<file path="config.mk">
export PLATFORM = sky130hd
export DESIGN_NAME = sail_trim_motor_controller_top
export DESIGN_NICKNAME = d
export VERILOG_FILES = /design/src/rtl/core/stmc_pkg.sv /design/src/rtl/core/stmc_cfg_regs.sv /design/src/rtl/core/stmc_step.sv /design/src/rtl/core/sail_trim_motor_controller_top.sv
export VERILOG_INCLUDE_DIRS = /design/src /design/src/rtl/core
export SDC_FILE = /design/constraint.sdc
export NUM_CORES = 1
export LEC_CHECK = 0
export ABC_CLOCK_PERIOD_IN_PS = 4700
export BUFFER_PORTS_ARGS = -buffer_cell sky130_fd_sc_hd__buf_2
export CAP_MARGIN = 20
export CORE_MARGIN = 8
export CORE_UTILIZATION = 61
export DETAILED_ROUTE_END_ITERATION = 6
export HOLD_SLACK_MARGIN = 0.08
export PLACE_DENSITY = 0.79
export SLEW_MARGIN = 20
export SYNTH_ARGS = -nofsm -noshare
export SYNTH_HDL_FRONTEND = slang
export SYNTH_SLANG_ARGS = --single-unit
</file>
<file path="constraint.sdc">
create_clock -name clk -period 4.7 [get_ports clk]
set_input_delay 1.175 -clock clk [delete_from_list [all_inputs] [get_ports clk]]
set_output_delay 1.175 -clock clk [all_outputs]
set_load 0.02 [all_outputs]
</file>
<file path="src/rtl/core/sail_trim_motor_controller_top_defines.svh">
// assertion macros for the sail trim motor controller
`ifndef SAIL_TRIM_MOTOR_CONTROLLER_TOP_DEFINES_SVH
`define SAIL_TRIM_MOTOR_CONTROLLER_TOP_DEFINES_SVH

// same-cycle implication, sampled on clk, off during reset
`define STMC_ASSERT_IMP(lbl, ante, cons, msg) \
    lbl: assert property (@(posedge clk) disable iff (!rst_n) (ante) |-> (cons)) \
        else $error(msg);

// next-cycle implication, sampled on clk, off during reset
`define STMC_ASSERT_NXT(lbl, ante, cons, msg) \
    lbl: assert property (@(posedge clk) disable iff (!rst_n) (ante) |=> (cons)) \
        else $error(msg);

`endif

</file>
<file path="src/rtl/core/stmc_pkg.sv">
// types, constants and helpers shared by the sail trim motor controller
`default_nettype none

package stmc_pkg;

    localparam int ANGLE_WIDTH      = 9;
    localparam int SECONDS_WIDTH    = 12;
    localparam int ELAPSED_WIDTH    = 12;
    localparam int DEADBAND_WIDTH   = 8;
    localparam int MAX_TRIM_WIDTH   = 12;
    localparam int STALL_WIDTH      = 8;
    localparam int SAME_WIDTH       = 8;
    localparam int CFG_INDEX_WIDTH  = 3;
    localparam int CFG_DATA_WIDTH   = (ANGLE_WIDTH > MAX_TRIM_WIDTH) ? ANGLE_WIDTH
                                                                     : MAX_TRIM_WIDTH;

    localparam logic [SECONDS_WIDTH-1:0] SECONDS_MAX = {SECONDS_WIDTH{1'b1}};
    localparam logic [SAME_WIDTH-1:0]    SAME_MAX    = {SAME_WIDTH{1'b1}};
    localparam logic [ELAPSED_WIDTH-1:0] ELAPSED_MAX = {ELAPSED_WIDTH{1'b1}};

    localparam logic [CFG_INDEX_WIDTH-1:0] CFG_IDX_DEADBAND  = 3'd0;
    localparam logic [CFG_INDEX_WIDTH-1:0] CFG_IDX_MAX_TRIM  = 3'd1;
    localparam logic [CFG_INDEX_WIDTH-1:0] CFG_IDX_STALL     = 3'd2;
    localparam logic [CFG_INDEX_WIDTH-1:0] CFG_IDX_MIN_ANGLE = 3'd3;
    localparam logic [CFG_INDEX_WIDTH-1:0] CFG_IDX_MAX_ANGLE = 3'd4;

    localparam logic CMD_START = 1'b0;
    localparam logic CMD_TICK  = 1'b1;

    localparam logic [1:0] DRIVE_STOP = 2'b00;
    localparam logic [1:0] DRIVE_DOWN = 2'b01;
    localparam logic [1:0] DRIVE_UP   = 2'b10;

    typedef struct packed {
        logic                   cmd;
        logic [ANGLE_WIDTH-1:0] target_angle;
        logic [ANGLE_WIDTH-1:0] position;
    } stmc_in_t;

    typedef struct packed {
        logic                     drive_down;
        logic                     drive_up;
        logic                     trimming;
        logic                     finished;
        logic                     timed_out;
        logic                     stalled;
        logic                     order_rejected;
        logic [ELAPSED_WIDTH-1:0] elapsed_seconds;
    } stmc_out_t;

    typedef struct packed {
        logic [DEADBAND_WIDTH-1:0] deadband;
        logic [MAX_TRIM_WIDTH-1:0] max_trim_seconds;
        logic [STALL_WIDTH-1:0]    stall_seconds;
        logic [ANGLE_WIDTH-1:0]    min_angle;
        logic [ANGLE_WIDTH-1:0]    max_angle;
    } stmc_cfg_t;

    typedef struct packed {
        logic                     active;
        logic [ANGLE_WIDTH-1:0]   goal;
        logic [ANGLE_WIDTH-1:0]   last_position;
        logic [SAME_WIDTH-1:0]    same_count;
        logic [SECONDS_WIDTH-1:0] seconds_count;
        logic                     timeout_flag;
        logic                     stall_flag;
        logic [1:0]               drive_bits;
    } stmc_state_t;

    localparam stmc_cfg_t CFG_RESET = '{
        deadband:         DEADBAND_WIDTH'(4),
        max_trim_seconds: MAX_TRIM_WIDTH'(900),
        stall_seconds:    STALL_WIDTH'(10),
        min_angle:        ANGLE_WIDTH'(0),
        max_angle:        ANGLE_WIDTH'(360)
    };

    function automatic logic [1:0] steer(input logic [ANGLE_WIDTH-1:0] pos,
                                         input logic [ANGLE_WIDTH-1:0] tgt);
        logic [1:0] d;
        if (pos > tgt)
        begin
            d = DRIVE_DOWN;
        end
        else if (pos < tgt)
        begin
            d = DRIVE_UP;
        end
        else
        begin
            d = DRIVE_STOP;
        end
        return d;
    endfunction

endpackage

`default_nettype wire

</file>
<file path="src/rtl/core/stmc_cfg_regs.sv">
// configuration register bank of the sail trim motor controller
`default_nettype none

module stmc_cfg_regs (
    input  wire logic                                 clk,
    input  wire logic                                 rst_n,
    input  wire logic                                 cfg_we,
    input  wire logic [stmc_pkg::CFG_INDEX_WIDTH-1:0] cfg_index,
    input  wire logic [stmc_pkg::CFG_DATA_WIDTH-1:0]  cfg_data,
    output stmc_pkg::stmc_cfg_t                       cfg
);
    import stmc_pkg::*;

    stmc_cfg_t cfg_reg;
    stmc_cfg_t cfg_next;

    always_comb
    begin
        cfg_next = cfg_reg;
        if (cfg_we)
        begin
            case (cfg_index)
                CFG_IDX_DEADBAND:  cfg_next.deadband         = cfg_data[DEADBAND_WIDTH-1:0];
                CFG_IDX_MAX_TRIM:  cfg_next.max_trim_seconds = cfg_data[MAX_TRIM_WIDTH-1:0];
                CFG_IDX_STALL:     cfg_next.stall_seconds    = cfg_data[STALL_WIDTH-1:0];
                CFG_IDX_MIN_ANGLE: cfg_next.min_angle        = cfg_data[ANGLE_WIDTH-1:0];
                CFG_IDX_MAX_ANGLE: cfg_next.max_angle        = cfg_data[ANGLE_WIDTH-1:0];
                default:           cfg_next = cfg_reg;
            endcase
        end
    end

    always_ff @(posedge clk or negedge rst_n)
    begin
        if (!rst_n)
        begin
            cfg_reg <= CFG_RESET;
        end
        else
        begin
            cfg_reg <= cfg_next;
        end
    end

    assign cfg = cfg_reg;

endmodule

`default_nettype wire

</file>
<file path="src/rtl/core/stmc_step.sv">
// next-state and result logic for one transaction of the trim controller
`default_nettype none

module stmc_step (
    input  wire stmc_pkg::stmc_cfg_t   cfg,
    input  wire stmc_pkg::stmc_state_t state,
    input  wire stmc_pkg::stmc_in_t    item,
    output stmc_pkg::stmc_state_t      state_next,
    output stmc_pkg::stmc_out_t        rsp
);
    import stmc_pkg::*;

    logic [ANGLE_WIDTH-1:0]   err;
    logic [SECONDS_WIDTH-1:0] seconds_inc;
    logic [SAME_WIDTH-1:0]    same_inc;
    logic                     out_of_range;
    logic                     rejected;
    logic                     ended;
    logic                     stop;

    assign err = (item.position > item.target_angle) ? item.position - item.target_angle
                                                     : item.target_angle - item.position;
    assign seconds_inc = (state.seconds_count == SECONDS_MAX)
                         ? state.seconds_count
                         : state.seconds_count + SECONDS_WIDTH'(1);
    assign same_inc = (state.same_count == SAME_MAX)
                      ? state.same_count
                      : state.same_count + SAME_WIDTH'(1);
    assign out_of_range = (item.target_angle < cfg.min_angle)
                       || (item.target_angle > cfg.max_angle);

    always_comb
    begin
        state_next = state;
        rejected   = 1'b0;
        ended      = 1'b0;
        stop       = 1'b0;
        if (item.cmd == CMD_START)
        begin
            if (out_of_range)
            begin
                rejected = 1'b1;
            end
            else
            begin
                state_next.timeout_flag  = 1'b0;
                state_next.stall_flag    = 1'b0;
                state_next.seconds_count = '0;
                state_next.same_count    = '0;
                state_next.last_position = item.position;
                state_next.goal          = item.target_angle;
                if (err > ANGLE_WIDTH'(cfg.deadband))
                begin
                    state_next.active     = 1'b1;
                    state_next.drive_bits = steer(item.position, item.target_angle);
                end
                else
                begin
                    state_next.active     = 1'b0;
                    state_next.drive_bits = DRIVE_STOP;
                end
            end
        end
        else if (state.active)
        begin
            state_next.seconds_count = seconds_inc;
            if (32'(seconds_inc) > 32'(cfg.max_trim_seconds))
            begin
                stop                    = 1'b1;
                state_next.timeout_flag = 1'b1;
            end
            if (item.position == state.last_position)
            begin
                state_next.same_count = same_inc;
                if (same_inc > SAME_WIDTH'(cfg.stall_seconds))
                begin
                    stop                  = 1'b1;
                    state_next.stall_flag = 1'b1;
                end
            end
            else
            begin
                state_next.last_position = item.position;
                state_next.same_count    = '0;
                state_next.stall_flag    = 1'b0;
            end
            if (item.position == state.goal)
            begin
                stop = 1'b1;
            end
            if (stop)
            begin
                state_next.active     = 1'b0;
                state_next.drive_bits = DRIVE_STOP;
                ended                 = 1'b1;
            end
            else
            begin
                state_next.drive_bits = steer(item.position, state.goal);
            end
        end
    end

    always_comb
    begin
        rsp.drive_down     = state_next.drive_bits[0];
        rsp.drive_up       = state_next.drive_bits[1];
        rsp.trimming       = state_next.active;
        rsp.finished       = ended;
        rsp.timed_out      = state_next.timeout_flag;
        rsp.stalled        = state_next.stall_flag;
        rsp.order_rejected = rejected;
        if (32'(state_next.seconds_count) > 32'(ELAPSED_MAX))
        begin
            rsp.elapsed_seconds = ELAPSED_MAX;
        end
        else
        begin
            rsp.elapsed_seconds = ELAPSED_WIDTH'(state_next.seconds_count);
        end
    end

endmodule

`default_nettype wire

</file>
<file path="src/rtl/core/sail_trim_motor_controller_top.sv">
// top level of the sail trim motor controller
//
// The request channel (req_valid, req_stall, req) takes start and tick
// transactions; the response channel (rsp_valid, rsp_stall, rsp) returns
// exactly one result per request, in order. A transaction completes at a
// rising edge with valid high and stall low.
// A request is registered on acceptance, processed by one pass of compare
// and count logic against the trim state, and its result is registered:
// rsp_valid rises once the request moves from the input register into the
// result register, a move that waits while a stalled result is held;
// one request is taken every cycle when the receiver does not stall.
// When rsp_stall holds a waiting result, one further request is still
// taken into the input register; req_stall rises only while both registers
// are full and rsp_stall is high, and the trim state advances as each
// transaction passes into the result register.
// Reset clears the trim state (motor stopped, flags and counters zero),
// empties both registers and loads the register defaults. Configuration
// writes (cfg_we, cfg_index, cfg_data) take effect at the next edge; the
// user must make them only while no transaction is in flight (unchecked).
`default_nettype none

`include "sail_trim_motor_controller_top_defines.svh"

module sail_trim_motor_controller_top (
    input  wire logic                                 clk,
    input  wire logic                                 rst_n,
    input  wire logic                                 req_valid,
    output logic                                      req_stall,
    input  wire stmc_pkg::stmc_in_t                   req,
    output logic                                      rsp_valid,
    input  wire logic                                 rsp_stall,
    output stmc_pkg::stmc_out_t                       rsp,
    input  wire logic                                 cfg_we,
    input  wire logic [stmc_pkg::CFG_INDEX_WIDTH-1:0] cfg_index,
    input  wire logic [stmc_pkg::CFG_DATA_WIDTH-1:0]  cfg_data
);
    import stmc_pkg::*;

    stmc_cfg_t   cfg;
    stmc_state_t state_reg;
    stmc_state_t state_next;
    stmc_in_t    s1_item_reg;
    logic        s1_valid_reg;
    logic        s1_valid_next;
    stmc_out_t   rsp_reg;
    stmc_out_t   step_rsp;
    logic        rsp_valid_reg;
    logic        rsp_valid_next;
    logic        out_free;
    logic        s1_take;
    logic        s1_adv;

    stmc_cfg_regs u_cfg (
        .clk       (clk),
        .rst_n     (rst_n),
        .cfg_we    (cfg_we),
        .cfg_index (cfg_index),
        .cfg_data  (cfg_data),
        .cfg       (cfg)
    );

    stmc_step u_step (
        .cfg        (cfg),
        .state      (state_reg),
        .item       (s1_item_reg),
        .state_next (state_next),
        .rsp        (step_rsp)
    );

    assign out_free       = !rsp_valid_reg || !rsp_stall;
    assign s1_adv         = s1_valid_reg && out_free;
    assign s1_take        = !s1_valid_reg || out_free;
    assign s1_valid_next  = s1_take ? req_valid : s1_valid_reg;
    assign rsp_valid_next = out_free ? s1_valid_reg : rsp_valid_reg;

    always_ff @(posedge clk or negedge rst_n)
    begin
        if (!rst_n)
        begin
            s1_valid_reg  <= 1'b0;
            rsp_valid_reg <= 1'b0;
            state_reg     <= '0;
        end
        else
        begin
            s1_valid_reg  <= s1_valid_next;
            rsp_valid_reg <= rsp_valid_next;
            if (s1_adv)
            begin
                state_reg <= state_next;
            end
        end
    end

    // payload registers
    always_ff @(posedge clk)
    begin
        if (s1_take && req_valid)
        begin
            s1_item_reg <= req;
        end
        if (s1_adv)
        begin
            rsp_reg <= step_rsp;
        end
    end

    assign req_stall = !s1_take;
    assign rsp_valid = rsp_valid_reg;
    assign rsp       = rsp_reg;

    `STMC_ASSERT_IMP(a_drive_exclusive, state_reg.drive_bits[0], !state_reg.drive_bits[1], "both motor inputs driven")
    `STMC_ASSERT_IMP(a_idle_stopped, !state_reg.active, state_reg.drive_bits == DRIVE_STOP, "motor driven while idle")
    `STMC_ASSERT_NXT(a_result_loaded, s1_adv, rsp_valid_reg, "processed transaction lost")
    `STMC_ASSERT_NXT(a_reject_holds, s1_adv && step_rsp.order_rejected, $stable(state_reg), "rejected order changed state")

endmodule

`default_nettype wire

</file>
* Word-level counts from Yosys, hierarchy flattened
Index checks and enable logic that the tools add are counted.
** Storage, ports and cells
- Bits in registers :: 129
- Bits of input ports :: 39
- Word-level logic and storage cells :: 100
** Operators by class
- $add $sub $neg :: 4
- Order comparisons :: 9
- Equal/unequal tests :: 11
- Multiplexer cells :: 29
- Bitwise gates (word level) :: 2
- Reduce and logical (&&, ||, !) cells :: 19
** Operator list (number)
- $mux 33 :: 2
- $mux 43 :: 1
- $gt 9x9->1 :: 3
- $lt 9x9->1 :: 3
- $eq 9x9->1 :: 2
- $mux 9 :: 2
- $sub 9x9->9 :: 2
- $mux 8 :: 2
- $mux 1 :: 15
- $add 12x1->12 const B :: 1
- $eq 12x12->1 const B :: 1
- $gt 12x12->1 :: 1
- $mux 12 :: 1
- $mux 2 :: 6
- $reduce_and 2->1 :: 6
- $gt 9x8->1 :: 1
- $add 8x1->8 const B :: 1
- $eq 8x8->1 const B :: 1
- $gt 8x8->1 :: 1
- $eq 3x2->1 const B :: 2
- $ne 2x2->1 const B :: 3
- $reduce_and 3->1 :: 2
- $logic_not 1->1 :: 4
- $reduce_and 4->1 :: 1
- other kinds (6) :: 10

* Longest topological paths before layout
- Word-level depth :: 12
- Gate-level depth with buffers :: 20
- Depth with buffers taken out :: 19

* Hierarchy
Synthesis repeated with hierarchy kept, for this count alone.
** Second synthesis, totals
- Cell total of the unflattened synthesis :: 790
- Area total of the unflattened synthesis :: 8379.3 um2
** Modules (own cells, without submodules)
- stmc_step :: instances 1, cells an instance 554, area each 3762.4 um2, sequential area each 0.0 um2
- sail_trim_motor_controller_top :: instances 1, cells an instance 136, area each 2836.5 um2, sequential area each 2267.2 um2
- stmc_cfg_regs :: instances 1, cells an instance 100, area each 1780.5 um2, sequential area each 1164.9 um2

* Least setup slack after synthesis
OpenSTA, ideal clock, no wires.
- Path kind :: register to register
- Start point :: register s1_item_reg[1] (netlist bit)
- End point :: register rsp_reg (netlist bit rsp[17]), data pin
- Data arrival time :: 3626 ps
- Slack :: 820 ps
- Cell stages (with the launch flop) :: 19
- Cell sequence :: edfxtp_1 -> inv_1 -> ha_1 -> nor2b_4 -> o2111ai_2 -> o21ai_2 -> o41ai_4 -> nor2_2 -> buf_2 -> mux2i_1 -> o211ai_1 -> xor2_1 -> ha_1 -> nand2_1 -> or2_1 -> o22ai_2 -> o21ai_2 -> a32o_1 -> a21o_1
** RTL lines
- start: declaration :: RTL line sail_trim_motor_controller_top.sv:42 : stmc_in_t s1_item_reg;
- start signal: assignment :: RTL line sail_trim_motor_controller_top.sv:100 : s1_item_reg <= req;
- end signal: assignment :: RTL line sail_trim_motor_controller_top.sv:104 : rsp_reg <= step_rsp;
- end: declaration :: RTL line sail_trim_motor_controller_top.sv:45 : stmc_out_t rsp_reg;

==> flow_metrics.tcl <==
set metrics [dict create \
    grt.met1_usage 0.284 \
    hold_path_depth 2 \
    start_kind "flop" \
    clock.fmax_mhz 236 \
    synth_top_area_frac 0.261 \
    area_delta_synth_final_pct 13.5 \
    worst-r2r-setup-slack_ps 460 \
    async_flop_share 0.705 \
    port_buffers 59 \
    fin_crit_sh 0.903 \
    synth_common_cells "nand2_1, inv_1, dfrtp_1" \
    skew_ps 8.49 \
    grt-busiest-layer "met2" \
    hp-class "reg2reg" \
    antennaDiodeCount 0 \
    overflow 0 \
    p_leak_nw 4.03 \
    ctsHoldBuffers 0 \
    largest_reg_flops 46 \
    wirelength_mm 18.8 \
    crit_fanout 12 \
    clockBufferDepth 2 \
    cts_resized 0 \
    crit_buf_inv 1 \
    endpoint_kind "flop" \
    crit_slowest_cell "edfxtp_1" \
    die_w_um 128 \
    crit_chain "inv_1 -> ha_1 -> a21oi_1 -> a31oi_1 -> o41ai_4 -> nor2_2 -> mux2i_1 -> o211ai_1 -> xor2_1 -> ha_1 -> a21oi_1 -> o21ai_0 -> nand2_1 -> o21ai_0 -> o22ai_2 -> o21ai_2 -> a32o_1 -> a21o_1" \
    final-hold-violation-count 0 \
    ys.warnings.count 0 \
    min_to "state_reg[3]" \
    grt.total_usage 0.244 \
    cts_made_buffers 17 \
    path_clk_slew_ps 60 \
    postSynthAreaPerCell_sq_um 9.72 \
    synth_fp_nets 904 \
    syn_area_sq_um 7670 \
    setup-tns-final_ps 0 \
    required_ps 4880 \
    syn_inst 790 \
    tightest_slew_ps 885 \
    io_pins 60 \
    violations "DRC" \
    ys_seq_area_frac 0.447 \
    gp_congestion 0.914 \
    cts_setup_buffers 0 \
    status "finished with violations" \
    cts_tree "done" \
    rsz0062_at_grt "no" \
    design.core.area_sq_um 12500 \
    placedCellCount 1004 \
    r2r_cells 18 \
    maxCapViolCount 0 \
    cts_root_buf "clkbuf_16" \
    grt_pass1_wl_mm 31.1 \
    cpPeakStageDelay_ps 480 \
    drc 1 \
    path_class "reg2reg" \
    cts.htree.levels 4 \
    die_h_um 128 \
    yosysTopAreaCell "dfrtp_1" \
    first_global_vias 6179 \
    vias 6064 \
    met3_usage 0.0545 \
    power_density_nw_per_um2 457 \
    slew_headroom 0.410 \
    ir_worst_vdd_mv 0.389 \
    slew_violations 0 \
    synth_seq_cells 129 \
    nFillCells 942 \
    drt_pass1_iterations 7 \
    min_from "state_reg[3]" \
    ant_nets 0 \
    die_area_sq_um 16400 \
    antenna_found_initial 0 \
    rows 41 \
    clock-sinks 129 \
    finalCriticalPeriod_ps 4240 \
    ys_types 70 \
    yosysMostFrequentCell "nand2_1" \
    multi_input_area_sq_um 3810 \
    hpwl_mm 13.9 \
    final_nets 965 \
    gr-usage-met2 0.422 \
    yosys-top-cells-area "dfrtp_1, edfxtp_1, ha_1" \
    grt_max_degree 70 \
    cp_top_family "compound AO/OA/AOI/OAI gates" \
    cp.arrival_ps 4430 \
    final_core_util 0.699 \
    drt-initial-drc-count 467 \
    wl_per_cell_um 18.2 \
    clock_latency_ps 430 \
    viasPerCell 5.85 \
    fin_cells 1036 \
    start_util 0.616 \
    reg2reg_from "s1_item_reg[7]" \
    synth_edf_count 38 \
    layout-drive-gt1-share 0.171 \
    r2r_end "rsp[17]" \
    synth_ff_type "dfrtp_1" \
    setup_violations 0 \
    seq_area_sq_um 3430 \
]
==> how the worst max path moves through the flow <==
stage / from / to / slack [ps] / cells past startpoint
after floorplan: s1_item_reg[1] / rsp[17] / 820 / 18
after global placement: s1_item_reg[15] / rsp[17] / 630 / 17
after detailed placement: s1_item_reg[16] / rsp[17] / 530 / 17
after CTS: s1_item_reg[7] / rsp[17] / 500 / 18
after global routing: s1_item_reg[1] / rsp[17] / 210 / 19
final: s1_item_reg[7] / rsp[17] / 460 / 18
==> worst reg2reg max path, stage by stage, from the launching register on <==
cell and delay (ps):
edfxtp_1 480, inv_1 80, ha_1 420, a21oi_1 140, a31oi_1 280, o41ai_4 140
nor2_2 470, mux2i_1 270, o211ai_1 120, xor2_1 160, ha_1 300, a21oi_1 150
o21ai_0 120, nand2_1 70, o21ai_0 90, o22ai_2 160, o21ai_2 100, a32o_1 280
a21o_1 160
==> power by group <==
part / total (mW) / internal [mW] / switching [mW] / leakage [nW]
Sequential: 1.55 / 1.41 / 0.145 / 1.49
Clock: 1.27 / 0.782 / 0.485 / 0.282
Combinational: 1.16 / 0.489 / 0.673 / 2.26
==> cells by family (layout without fill, tap and decap cells) <==
kind of cell	count (synthesis)	count (layout)	share of synthesized area
adder cells (fa/ha/maj)	75	75	0.124
buffers and inverters	112	186	0.0569
flip-flops	129	129	0.447
XOR/XNOR	28	28	0.0320
multiplexers	31	31	0.0487
AND/OR/NAND/NOR	238	238	0.145
AO/OA/AOI/OAI	177	177	0.146
==> metrics by stage <==
| step | instance area (sq um) | power [mW] | worst slack, ps | hold WS [ps] |
|---|---|---|---|---|
| 2_1_floorplan | 7670 | 2.38 | 820 | 457 |
| 5_1_grt | 8710 | 4.20 | 210 | 523 |
| 6_report | 8710 | 3.98 | 456 | 495 |
| 3_3_place_gp | 8140 | 2.66 | 635 | 471 |
| 4_1_cts | 8710 | 3.99 | 502 | 497 |
| 3_5_place_dp | 8140 | 2.70 | 534 | 484 |
==> cell usage in the layout (no fill, tap or decap), types with 6 or more instances in the layout <==
cell type,n
a21o_1,6
a21oi_1,34
and3_1,6
buf_2,58
buf_4,10
clkbuf_16,18
dfrtp_1,80
dfstp_2,11
edfxtp_1,38
ha_1,73
inv_1,83
mux2_2,13
mux2_4,9
mux2i_1,7
nand2_1,109
nand2b_1,7
nand3_1,24
nand4_1,16
nor2_1,38
nor2b_1,6
nor3_1,6
o21a_1,8
o21ai_0,37
o21ai_1,39
o22ai_1,12
or2_1,6
xnor2_1,18
xor2_1,10
==> per-layer routing <==
layer | vias to the layer above | routed length (um) | share of wire
met1 | 2934 | 7780 | 0.41
met2 | 212 | 9470 | 0.50
met5 | - | 0 | 0
met4 | 0 | 594 | 0.032
met3 | 53 | 993 | 0.053
li1 | 2865 | - | -
==> area by class of cell <==
class | count | area share
Clock buffer | 23 | 0.0562
Clock inverter | 9 | 0.00919
Inverter | 86 | 0.0371
Sequential cell | 129 | 0.394
Tap cell | 172 | 0.0247
Multi-Input combinational cell | 549 | 0.437
Timing Repair Buffer | 68 | 0.0419
Note: power is estimated with default switching activity, not from simulation.
